===== src/lgsl_pkg.sv =====
// shared types and constants for the led driver grayscale shift loader
`default_nettype none
package lgsl_pkg;

   localparam int CHIP_COUNT        = 4;
   localparam int CHANNELS_PER_CHIP = 16;
   localparam int GRAY_BITS         = 12;
   localparam int DOT_BITS_PER_CHIP = 16 * 6;

   localparam int REQ_W     = 3;
   localparam int CHAN_W    = 6;
   localparam int LEVEL_W   = 12;
   localparam int STORE_DEPTH = 64;
   localparam int CHIP_W    = 2;
   localparam int CHIDX_W   = 4;
   localparam int BIT_W     = 4;
   localparam int DOT_W     = 7;
   localparam int LATCH_W   = 4;

   localparam int REQ_TDATA_W = 24;
   localparam int RSP_TDATA_W = 16;

   // request codes
   localparam logic [REQ_W-1:0] REQ_WRITE = 3'd0;
   localparam logic [REQ_W-1:0] REQ_GRAY  = 3'd1;
   localparam logic [REQ_W-1:0] REQ_DOT   = 3'd2;
   localparam logic [REQ_W-1:0] REQ_SHIFT = 3'd3;
   localparam logic [REQ_W-1:0] REQ_END   = 3'd4;

   // everything of one result except the store lookup, plus how to finish it
   typedef struct packed {
      logic               shift_pulse;
      logic [LATCH_W-1:0] latch_mask;
      logic               blank_pulse;
      logic               program_level;
      logic               busy_res;
      logic               load_done;
      logic               rejected;
      logic               gray_sel;
      logic               fixed_bit;
      logic               hit;
      logic [BIT_W-1:0]   bit_sel;
   } stage_type;

   // store access issued by the control unit
   typedef struct packed {
      logic                          wr_en;
      logic [$clog2(STORE_DEPTH)-1:0] wr_addr;
      logic [LEVEL_W-1:0]            wr_data;
      logic                          rd_en;
      logic [$clog2(STORE_DEPTH)-1:0] rd_addr;
   } store_req_type;

endpackage
`default_nettype wire


===== src/lgsl_ram.sv =====
// generic single write port ram with registered read
`default_nettype none
module lgsl_ram #(
   parameter int WIDTH = 12,
   parameter int DEPTH = 64
) (
   input  wire logic                     clock,
   input  wire logic                     wr_en,
   input  wire logic [$clog2(DEPTH)-1:0] wr_addr,
   input  wire logic [WIDTH-1:0]         wr_data,
   input  wire logic                     rd_en,
   input  wire logic [$clog2(DEPTH)-1:0] rd_addr,
   output logic      [WIDTH-1:0]         rd_data
);

   logic [WIDTH-1:0] mem_ff [DEPTH];
   logic [WIDTH-1:0] rd_data_ff;

   always_ff @(posedge clock) begin
      if (wr_en) begin
         mem_ff[wr_addr] <= wr_data;
      end
      if (rd_en) begin
         rd_data_ff <= mem_ff[rd_addr];
      end
   end

   assign rd_data = rd_data_ff;

endmodule
`default_nettype wire


===== src/lgsl_ctrl.sv =====
// load sequencer: mode, chip, channel and bit counters, store valid bits
`default_nettype none
module lgsl_ctrl import lgsl_pkg::*; (
   input  wire logic               clock,
   input  wire logic               reset,
   input  wire logic               accept,
   input  wire logic [REQ_W-1:0]   req_code,
   input  wire logic [CHAN_W-1:0]  channel,
   input  wire logic [LEVEL_W-1:0] level,
   output store_req_type           store_req,
   output stage_type               stage
);

   typedef enum logic [1:0] {MODE_IDLE, MODE_GRAY, MODE_DOT} mode_type;

   mode_type               mode_ff, mode_in;
   logic                   await_ff, await_in;
   logic [CHIP_W-1:0]      chip_ff, chip_in;
   logic [CHIDX_W-1:0]     chan_ff, chan_in;
   logic [BIT_W-1:0]       bit_ff, bit_in;
   logic [DOT_W-1:0]       dot_ff, dot_in;
   logic                   prog_ff, prog_in;
   logic [STORE_DEPTH-1:0] valid_ff;
   logic                   busy;
   logic [DOT_W-1:0]       dot_inc;

   assign busy    = (mode_ff != MODE_IDLE);
   assign dot_inc = dot_ff + DOT_W'(1);

   always_comb begin
      mode_in  = mode_ff;
      await_in = await_ff;
      chip_in  = chip_ff;
      chan_in  = chan_ff;
      bit_in   = bit_ff;
      dot_in   = dot_ff;
      prog_in  = prog_ff;

      store_req.wr_en   = 1'b0;
      store_req.wr_addr = channel;
      store_req.wr_data = level;
      store_req.rd_en   = 1'b0;
      store_req.rd_addr = {chip_ff, chan_ff};

      stage             = '0;
      stage.bit_sel     = bit_ff;
      stage.hit         = valid_ff[{chip_ff, chan_ff}];

      case (req_code)
         REQ_WRITE: begin
            store_req.wr_en = accept;
         end
         REQ_GRAY, REQ_DOT: begin
            if (busy) begin
               stage.rejected = 1'b1;
            end else begin
               mode_in  = (req_code == REQ_GRAY) ? MODE_GRAY : MODE_DOT;
               prog_in  = (req_code == REQ_DOT);
               await_in = 1'b0;
               chip_in  = '0;
               chan_in  = CHIDX_W'(CHANNELS_PER_CHIP - 1);
               bit_in   = BIT_W'(GRAY_BITS - 1);
               dot_in   = '0;
            end
         end
         REQ_SHIFT: begin
            if (busy && !await_ff) begin
               stage.shift_pulse = 1'b1;
               if (mode_ff == MODE_GRAY) begin
                  stage.gray_sel  = 1'b1;
                  store_req.rd_en = accept;
                  if (bit_ff == '0) begin
                     bit_in = BIT_W'(GRAY_BITS - 1);
                     if (chan_ff == '0) begin
                        chan_in  = CHIDX_W'(CHANNELS_PER_CHIP - 1);
                        await_in = 1'b1;
                     end else begin
                        chan_in = chan_ff - CHIDX_W'(1);
                     end
                  end else begin
                     bit_in = bit_ff - BIT_W'(1);
                  end
               end else begin
                  stage.fixed_bit = 1'b1;
                  if (dot_inc >= DOT_W'(DOT_BITS_PER_CHIP)) begin
                     dot_in   = '0;
                     await_in = 1'b1;
                  end else begin
                     dot_in = dot_inc;
                  end
               end
            end
         end
         REQ_END: begin
            stage.blank_pulse = 1'b1;
            if (busy && await_ff) begin
               stage.latch_mask  = LATCH_W'(1) << chip_ff;
               stage.shift_pulse = 1'b1;
               await_in          = 1'b0;
               if (chip_ff == CHIP_W'(CHIP_COUNT - 1)) begin
                  stage.load_done = 1'b1;
                  mode_in         = MODE_IDLE;
                  chip_in         = '0;
               end else begin
                  chip_in = chip_ff + CHIP_W'(1);
               end
            end
         end
         default: begin
         end
      endcase

      stage.program_level = prog_in;
      stage.busy_res      = (mode_in != MODE_IDLE);
   end

   always_ff @(posedge clock) begin
      if (reset) begin
         mode_ff  <= MODE_IDLE;
         await_ff <= 1'b0;
         chip_ff  <= '0;
         chan_ff  <= CHIDX_W'(CHANNELS_PER_CHIP - 1);
         bit_ff   <= BIT_W'(GRAY_BITS - 1);
         dot_ff   <= '0;
         prog_ff  <= 1'b0;
         valid_ff <= '0;
      end else if (accept) begin
         mode_ff  <= mode_in;
         await_ff <= await_in;
         chip_ff  <= chip_in;
         chan_ff  <= chan_in;
         bit_ff   <= bit_in;
         dot_ff   <= dot_in;
         prog_ff  <= prog_in;
         if (store_req.wr_en) begin
            valid_ff[channel] <= 1'b1;
         end
      end
   end

endmodule
`default_nettype wire


===== src/led_driver_grayscale_shift_loader_core.sv =====
// top level of the led driver grayscale shift loader
//
//   channel  dir  ports                         carries
//   req      in   req_tvalid/tready/tdata/tuser  one command beat
//   rsp      out  rsp_tvalid/tready/tdata        one status beat per command
//
// - one command beat accepted per cycle, sustained, with rsp_tready high
// - registered path: sequencer and store read, then result register
// - the store read port is the only memory access on the shift path
// - reset clears sequencer state and the 64 store valid bits at once
// - a stalled rsp holds its beat; req keeps flowing until both stages are full
`default_nettype none
module led_driver_grayscale_shift_loader_core import lgsl_pkg::*; (
   input  wire logic                   clock,
   input  wire logic                   reset,
   input  wire logic                   req_tvalid,
   output logic                        req_tready,
   // tdata: channel[5:0], level[17:6], zero pad[23:18]
   input  wire logic [REQ_TDATA_W-1:0] req_tdata,
   // tuser: req_type[2:0]
   input  wire logic [REQ_W-1:0]       req_tuser,
   output logic                        rsp_tvalid,
   input  wire logic                   rsp_tready,
   // tdata: serial_bit[0], shift_pulse[1], latch_mask[5:2], blank_pulse[6],
   //        program_level[7], busy_res[8], load_done[9], rejected[10], zero[15:11]
   output logic [RSP_TDATA_W-1:0]      rsp_tdata
);

   logic                   accept;
   logic                   a_valid_ff;
   stage_type              a_ff;
   stage_type              stage;
   store_req_type          store_req;
   logic [LEVEL_W-1:0]     ram_q;
   logic                   b_valid_ff;
   logic [RSP_TDATA_W-1:0] b_data_ff, b_data_in;
   logic                   b_ready;
   logic                   serial_bit;

   // result register frees up when empty or being taken
   assign b_ready    = !b_valid_ff || rsp_tready;
   assign req_tready = !a_valid_ff || b_ready;
   assign accept     = req_tvalid && req_tready;

   lgsl_ctrl u_ctrl (
      .clock     (clock),
      .reset     (reset),
      .accept    (accept),
      .req_code  (req_tuser),
      .channel   (req_tdata[CHAN_W-1:0]),
      .level     (req_tdata[CHAN_W+LEVEL_W-1:CHAN_W]),
      .store_req (store_req),
      .stage     (stage)
   );

   // brightness store, read only on grayscale shift beats so a stall holds ram_q
   lgsl_ram #(
      .WIDTH (LEVEL_W),
      .DEPTH (STORE_DEPTH)
   ) u_store (
      .clock   (clock),
      .wr_en   (store_req.wr_en),
      .wr_addr (store_req.wr_addr),
      .wr_data (store_req.wr_data),
      .rd_en   (store_req.rd_en),
      .rd_addr (store_req.rd_addr),
      .rd_data (ram_q)
   );

   // never-written entries read as zero
   assign serial_bit = a_ff.gray_sel ? (a_ff.hit & ram_q[a_ff.bit_sel]) : a_ff.fixed_bit;

   always_comb begin
      b_data_in         = '0;
      b_data_in[0]      = serial_bit;
      b_data_in[1]      = a_ff.shift_pulse;
      b_data_in[5:2]    = a_ff.latch_mask;
      b_data_in[6]      = a_ff.blank_pulse;
      b_data_in[7]      = a_ff.program_level;
      b_data_in[8]      = a_ff.busy_res;
      b_data_in[9]      = a_ff.load_done;
      b_data_in[10]     = a_ff.rejected;
   end

   // payload registers
   always_ff @(posedge clock) begin
      if (accept) begin
         a_ff <= stage;
      end
      if (a_valid_ff && b_ready) begin
         b_data_ff <= b_data_in;
      end
   end

   // stage valid flags
   always_ff @(posedge clock) begin
      if (reset) begin
         a_valid_ff <= 1'b0;
         b_valid_ff <= 1'b0;
      end else begin
         if (req_tready) begin
            a_valid_ff <= req_tvalid;
         end
         if (b_ready) begin
            b_valid_ff <= a_valid_ff;
         end
      end
   end

   assign rsp_tvalid = b_valid_ff;
   assign rsp_tdata  = b_data_ff;

endmodule
`default_nettype wire


===== config.mk =====
export PLATFORM = sky130hd
export DESIGN_NAME = led_driver_grayscale_shift_loader_core
export DESIGN_NICKNAME = d
export VERILOG_FILES = /design/src/lgsl_pkg.sv /design/src/lgsl_ram.sv /design/src/lgsl_ctrl.sv /design/src/led_driver_grayscale_shift_loader_core.sv
export SDC_FILE = /design/constraint.sdc
export NUM_CORES = 1
export LEC_CHECK = 0
export BUFFER_PORTS_ARGS = -buffer_cell sky130_fd_sc_hd__buf_2
export CORE_ASPECT_RATIO = 0.75
export CORE_UTILIZATION = 60
export CTS_CLUSTER_DIAMETER = 100
export DETAILED_ROUTE_END_ITERATION = 10
export HOLD_SLACK_MARGIN = 0.1
export PLACE_DENSITY = 0.86
export SETUP_SLACK_MARGIN = 0.02
export SYNTH_ARGS = -nofsm -noshare
export SYNTH_HDL_FRONTEND = slang
export SYNTH_SLANG_ARGS = --single-unit

===== constraint.sdc =====
create_clock -name clock -period 3.5 [get_ports clock]
set_input_delay 0.175 -clock clock [delete_from_list [all_inputs] [get_ports clock]]
set_output_delay 0.175 -clock clock [all_outputs]
set_load 0.02 [all_outputs]

---- Yosys cells after proc, flatten, opt, wreduce, memory -nomap -nowiden ----
Memory sizes are Yosys's and may differ from the RTL's. A register that Yosys moved wholly into a read port is not among the register bits.
Index checks and enable logic that the tools add are counted.
word-level totals
  flip-flop bits (word level) ............. 115
  memory bits (writable) .................. 768
  bits of input ports ..................... 31
  output and inout bits ................... 18
  word-level logic and storage cells ...... 133
  memories ................................ 1
operators by class
  $add $sub $neg .......................... 4
  $lt $le $gt $ge ......................... 5
  eq/ne operators ......................... 15
  shift-type cells ........................ 1
  muxes and demuxes ....................... 56
  bitwise logic cells ..................... 2
  reductions and logical operators ........ 27
memory list
  memory          depth  width  rd ports  clocked after memory_dff  wr ports  line            text
  u_store.mem_ff  64     12     1         1                         1         lgsl_ram.sv:16  logic [WIDTH-1:0] mem_ff [DEPTH];
operator list
  kind                 number
  $or 64x64->64        1
  $mux 4               9
  $mux 7               4
  $mux 1               25
  $pmux 4 s2           2
  $lt 6x7->1 const B   2
  $mux 2               7
  $pmux 7 s2           1
  $reduce_and 5->1     2
  $logic_not 4->1      2
  $ne 2x1->1 const B   4
  $pmux 2 s2           2
  $reduce_and 8->1     1
  $reduce_bool 2->1    4
  $sub 4x1->4 const B  2
  $add 7x1->7 const B  1
  $ge 7x7->1 const B   1
  $bmux 1 s6           1
  $demux 1 s6          1
  $eq 3x2->1 const B   2
  $ge 6x1->1 const B   1
  $ne 3x3->1 const B   2
  $reduce_and 2->1     3
  $reduce_and 6->1     1
  other kinds (21)     29

---- Logic depth before layout (Yosys ltp) ----
  depth in word-level cells ............... 7
  mapped depth ............................ 10
  gate-level depth less buffers ........... 7

---- Hierarchy ----
From an unflattened synthesis, not the netlist that was laid out.
unflattened totals
  cell total of the unflattened synthesis .. 1893
  area, all modules ....................... 35387.7 µm²
modules (own cells, without submodules)
  module                                  times used  cells an instance  area each (µm²)  seq. area each (µm²)
  lgsl_ram                                1           1339               29971.2          23422.5
  lgsl_ctrl                               1           498                4326.6           1701.6
  led_driver_grayscale_shift_loader_core  1           56                 1089.8           880.8

---- Least setup slack after synthesis ----
No wires, ideal clock.
  path type ............................... reg-to-reg
  from .................................... reg b_valid_ff, in the netlist rsp_tvalid
  to ...................................... mem u_store.mem_ff[49][0] (enable)
  setup time .............................. 380 ps
  arrival ................................. 1980 ps
  required time ........................... 3120 ps
  setup slack ............................. 1140 ps
  cell stages (with the launch flop) ...... 7
  path buffers ............................ 1
  period minus slack after synthesis ...... 2360 ps
  cells stage by stage .................... dfxtp_1 nand3b_1 nand4b_1 buf_2 nor2_1 nand3_1 nor2_1
on the way
  word-level cells in the longest chain between the ends .. 7
ends and longest elaborated chain
  what                          line                                           text
  from (decl)                   led_driver_grayscale_shift_loader_core.sv:35   logic b_valid_ff;
  from (signal assigned)        led_driver_grayscale_shift_loader_core.sv:105  b_valid_ff <= a_valid_ff;
  $logic_not 1->1               led_driver_grayscale_shift_loader_core.sv:41   assign b_ready = !b_valid_ff || rsp_tready;
  $logic_or 1x1->1              led_driver_grayscale_shift_loader_core.sv:41
  $logic_or 1x1->1              led_driver_grayscale_shift_loader_core.sv:42   assign req_tready = !a_valid_ff || b_ready;
  named net req_tready          led_driver_grayscale_shift_loader_core.sv:17   output logic req_tready,
  $logic_and 1x1->1             led_driver_grayscale_shift_loader_core.sv:43   assign accept = req_tvalid && req_tready;
  $mux 1                        lgsl_ctrl.sv:49                                case (req_code)
  $mux 1                        lgsl_ram.sv:20                                 if (wr_en) begin
  $mux 1 (not written as such)  lgsl_ram.sv:21                                 mem_ff[wr_addr] <= wr_data;
  to (decl)                     lgsl_ram.sv:16
The timed path passes the listed nets, and every way through them passes these cells.

==> results.md <==
- Worst Tran Pin Value: 1427 ps
- Avg WL per Cell: 29.59 um
- WP data arrival: 3290 ps
- TritonCTS clock tree: yes
- WP data required: 3840 ps
- Vias per Instance: 6.830
- Count leader, synth: edfxtp_1
- IO Port Bufs: 37
- Final setup violating endpoints: 0
- Final period utilization: 0.8435
- Setup bufs post-CTS: 0
- CTS Sinks: 893
- Synth async-reset ratio: 0
- Relative slew slack: 0.04413
- Fillers: 3,411
- Setup WS post-layout: 547.7 ps
- CP Class: reg -> reg
- Global placement routability congestion: 0.9208
- Power Internal: 17,100 uW
- Register area: 25,960 um^2
- # DRC: 0
- Post-synth EDFFs: 806
- Max-slew violation count: 0
- GRT overflow: 0
- Clock Latency Late Sink: 660 ps
- Yosys Warn Count: 0
- Die Y-Extent: 211.4 um
- Flop pwr share: 0.541
- Die Wd: 281.2 um
- Share of layout cells above drive strength 1: 0.2123
- Critical Path End Type: register
- Final core utilization: 0.6837
- Clock power share: 0.426
- Fin. Hold Viols: 0
- Initial Util: 0.6087
- Max-Cap Viols: 0
- Yosys cell types: 65
- Routed WL: 86,850 um
- Synth top area share: 0.6900
- Pre-Repair DR Iteration Count: 8
- Multi-input logic area: 8519 um^2
- Worst Skew: 24.77 ps
- All-layer global routing usage: 0.2970
- Rows: 76
- Largest net degree at the start of global routing: 108
- Net Switching: 4449 uW
- Deepest clock path buffer count: 3
- Critical path peak fanout: 40
- Total CTS buffers: 82
- Synthesized area per cell: 17.84 um^2
- Yosys top cell by area: edfxtp_1
- H-tree depth: 3
- Tot Pwr: 21,550 uW
- RSZ-0062 raised after global routing: false
- Final TNS setup: 0 ps
- Post-synthesis instance area: 35,070 um^2
- Crit path launch type: register
- Nets: 2,125
- Most area-consuming cells after synthesis: edfxtp_1 69%, mux4_2 10%, dfxtp_1 5.0%, mux2i_1 3.4%, nor2_1 2.2%
- Pwr dens: 547.0 nW/um^2
- Sequential area share after synthesis: 0.7397
- Global-route wire length before repair: 126,700 um
- F_max: 338.7 MHz
- Status: finished, final reports clean
- Sw frac: 0.2064
- Starting DRC count in detailed routing: 3,598
- Pre-CTS setup slack: 691.6 ps
- Post-layout min period: 2952 ps
- Area Overhead vs Synth: 12.33%
- Top FF cell, synth: edfxtp_1
- Worst min path class: in -> reg
- Io pins: 49
- Synth Instances: 1,966
- Dpl hpwl: 49,540 um
- Core ar.: 57,630 um^2
- Die area: 59,440 um^2
- Peak supply drop: 504.5 uV
- Gate power share: 0.033
- Top post-synthesis cells by count: 806 x edfxtp_1, 206 x nor2_1, 160 x mux4_2
- Via count: 20,050
- Leak: 0.01368 uW
- Clock transition at path regs: 60 ps
- Number of routed nets with antenna violations: 0
- Clock root buffer master: clkbuf_16
- Vias in the first global route: 19,800
- Initial antenna violation count: 7
- Synth Register Bits: 893
[flip-flops by register name, summed over array words and instances, names as in the netlist]
| signal | flops |
|---|---|
| u_store.rd_data | 12 |
| u_ctrl.dot_ff | 7 |
| u_ctrl.valid_ff | 64 |
| u_ctrl.mode_ff | 2 |
| u_ctrl.chip_ff | 2 |
| u_ctrl.chan_ff | 4 |
| u_store.mem_ff | 768 |
| u_ctrl.prog_ff | 1 |
| u_ctrl.bit_ff | 4 |
| a_ff | 16 |
| rsp_tdata | 10 |
| a_valid_ff | 1 |
| rsp_tvalid | 1 |
| u_ctrl.await_ff | 1 |
[cell type report]
cell class / instances / share of cell area
tap: 780 / 0.02477
multi-input combinational: 947 / 0.2162
timing repair buffer: 147 / 0.02928
sequential: 893 / 0.6588
antenna: 2 / 0.0001270
inverter: 14 / 0.001334
clock inverter: 56 / 0.01521
clock buffer: 96 / 0.05421
[power by group through the flow]
stage	clock (uW)	combinational, uW	sequential [uW]
after floorplan	0	386	11900
after global placement	0	644	11900
after detailed placement	0	676	11900
after CTS	9220	697	11700
after global routing	9600	742	11700
final	9180	707	11700
[worst paths after layout]
check | start | end | slack, ps | depth (start not counted)
min | req_tdata[4] | u_ctrl.valid_ff[15] | 160 | 4
min reg2reg | a_ff[16] | rsp_tdata[1] | 420 | 0
max reg2reg | u_ctrl.chan_ff[0] | u_store.rd_data[7] | 550 | 6
max | u_ctrl.chan_ff[0] | u_store.rd_data[7] | 550 | 6
[layer usage]
metal	track usage	up-vias	wire length, um
li1	-	8049	-
met1	0.4104	9973	30780
met2	0.4578	1707	40560
met3	0.08189	306	12000
met4	0.1089	10	3443
met5	0	-	60
[worst max-delay path, stage by stage, from the launching register on]
cell and delay (ps):
dfxtp_4 540, buf_12 320, buf_12 260, mux4_2 520
a21o_1 250, o22ai_1 470, a211oi_1 210
[placed cells by master, fill, tap and decap left out, types with 12 or more instances in the layout]
cell type | Yosys | final
buf_4 | 18 | 89
mux2i_1 | 119 | 119
nor2_1 | 206 | 206
inv_1 | 12 | 12
a211o_1 | 22 | 22
mux2_2 | 13 | 13
a21oi_1 | 101 | 101
clkinv_2 | 0 | 20
clkbuf_1 | 45 | 12
o221ai_1 | 14 | 14
nand2_1 | 79 | 79
dlygate4sd3_1 | 0 | 12
a211oi_1 | 14 | 14
o22ai_1 | 50 | 50
clkbuf_16 | 0 | 83
mux4_2 | 160 | 160
edfxtp_1 | 806 | 806
dfxtp_1 | 87 | 83
buf_2 | 32 | 37
o211ai_1 | 12 | 12
clkinv_1 | 1 | 16
[stage by stage]
step / instances / hold slack [ps] / area [um^2]
after CTS: 2933 / 112.1 / 39390
after floorplan: 1970 / 273.9 / 35090
after detailed placement: 2769 / 411.0 / 36540
final: 2935 / 161.4 / 39400
after global placement: 2769 / 401.4 / 36540
after global routing: 2933 / 175.9 / 39390
[what timing repair did]
| action | 4_1_cts | 5_1_grt |
|---|---|---|
| resized for setup | 0 | 0 |
| hold buffers | 12 | 0 |
| endpoints found under the hold margin | 72 | 0 |
[cells by family after synthesis]
kind of cell | synth area share
AO/OA/AOI/OAI | 0.04777
XOR/XNOR | 0.003246
adder cells (fa/ha/maj) | 0.003211
buffers and inverters | 0.01805
other | 0.0001069
multiplexers | 0.1409
flip-flops | 0.7397
AND/OR/NAND/NOR | 0.04705
Power figures use the tool's default switching activity.
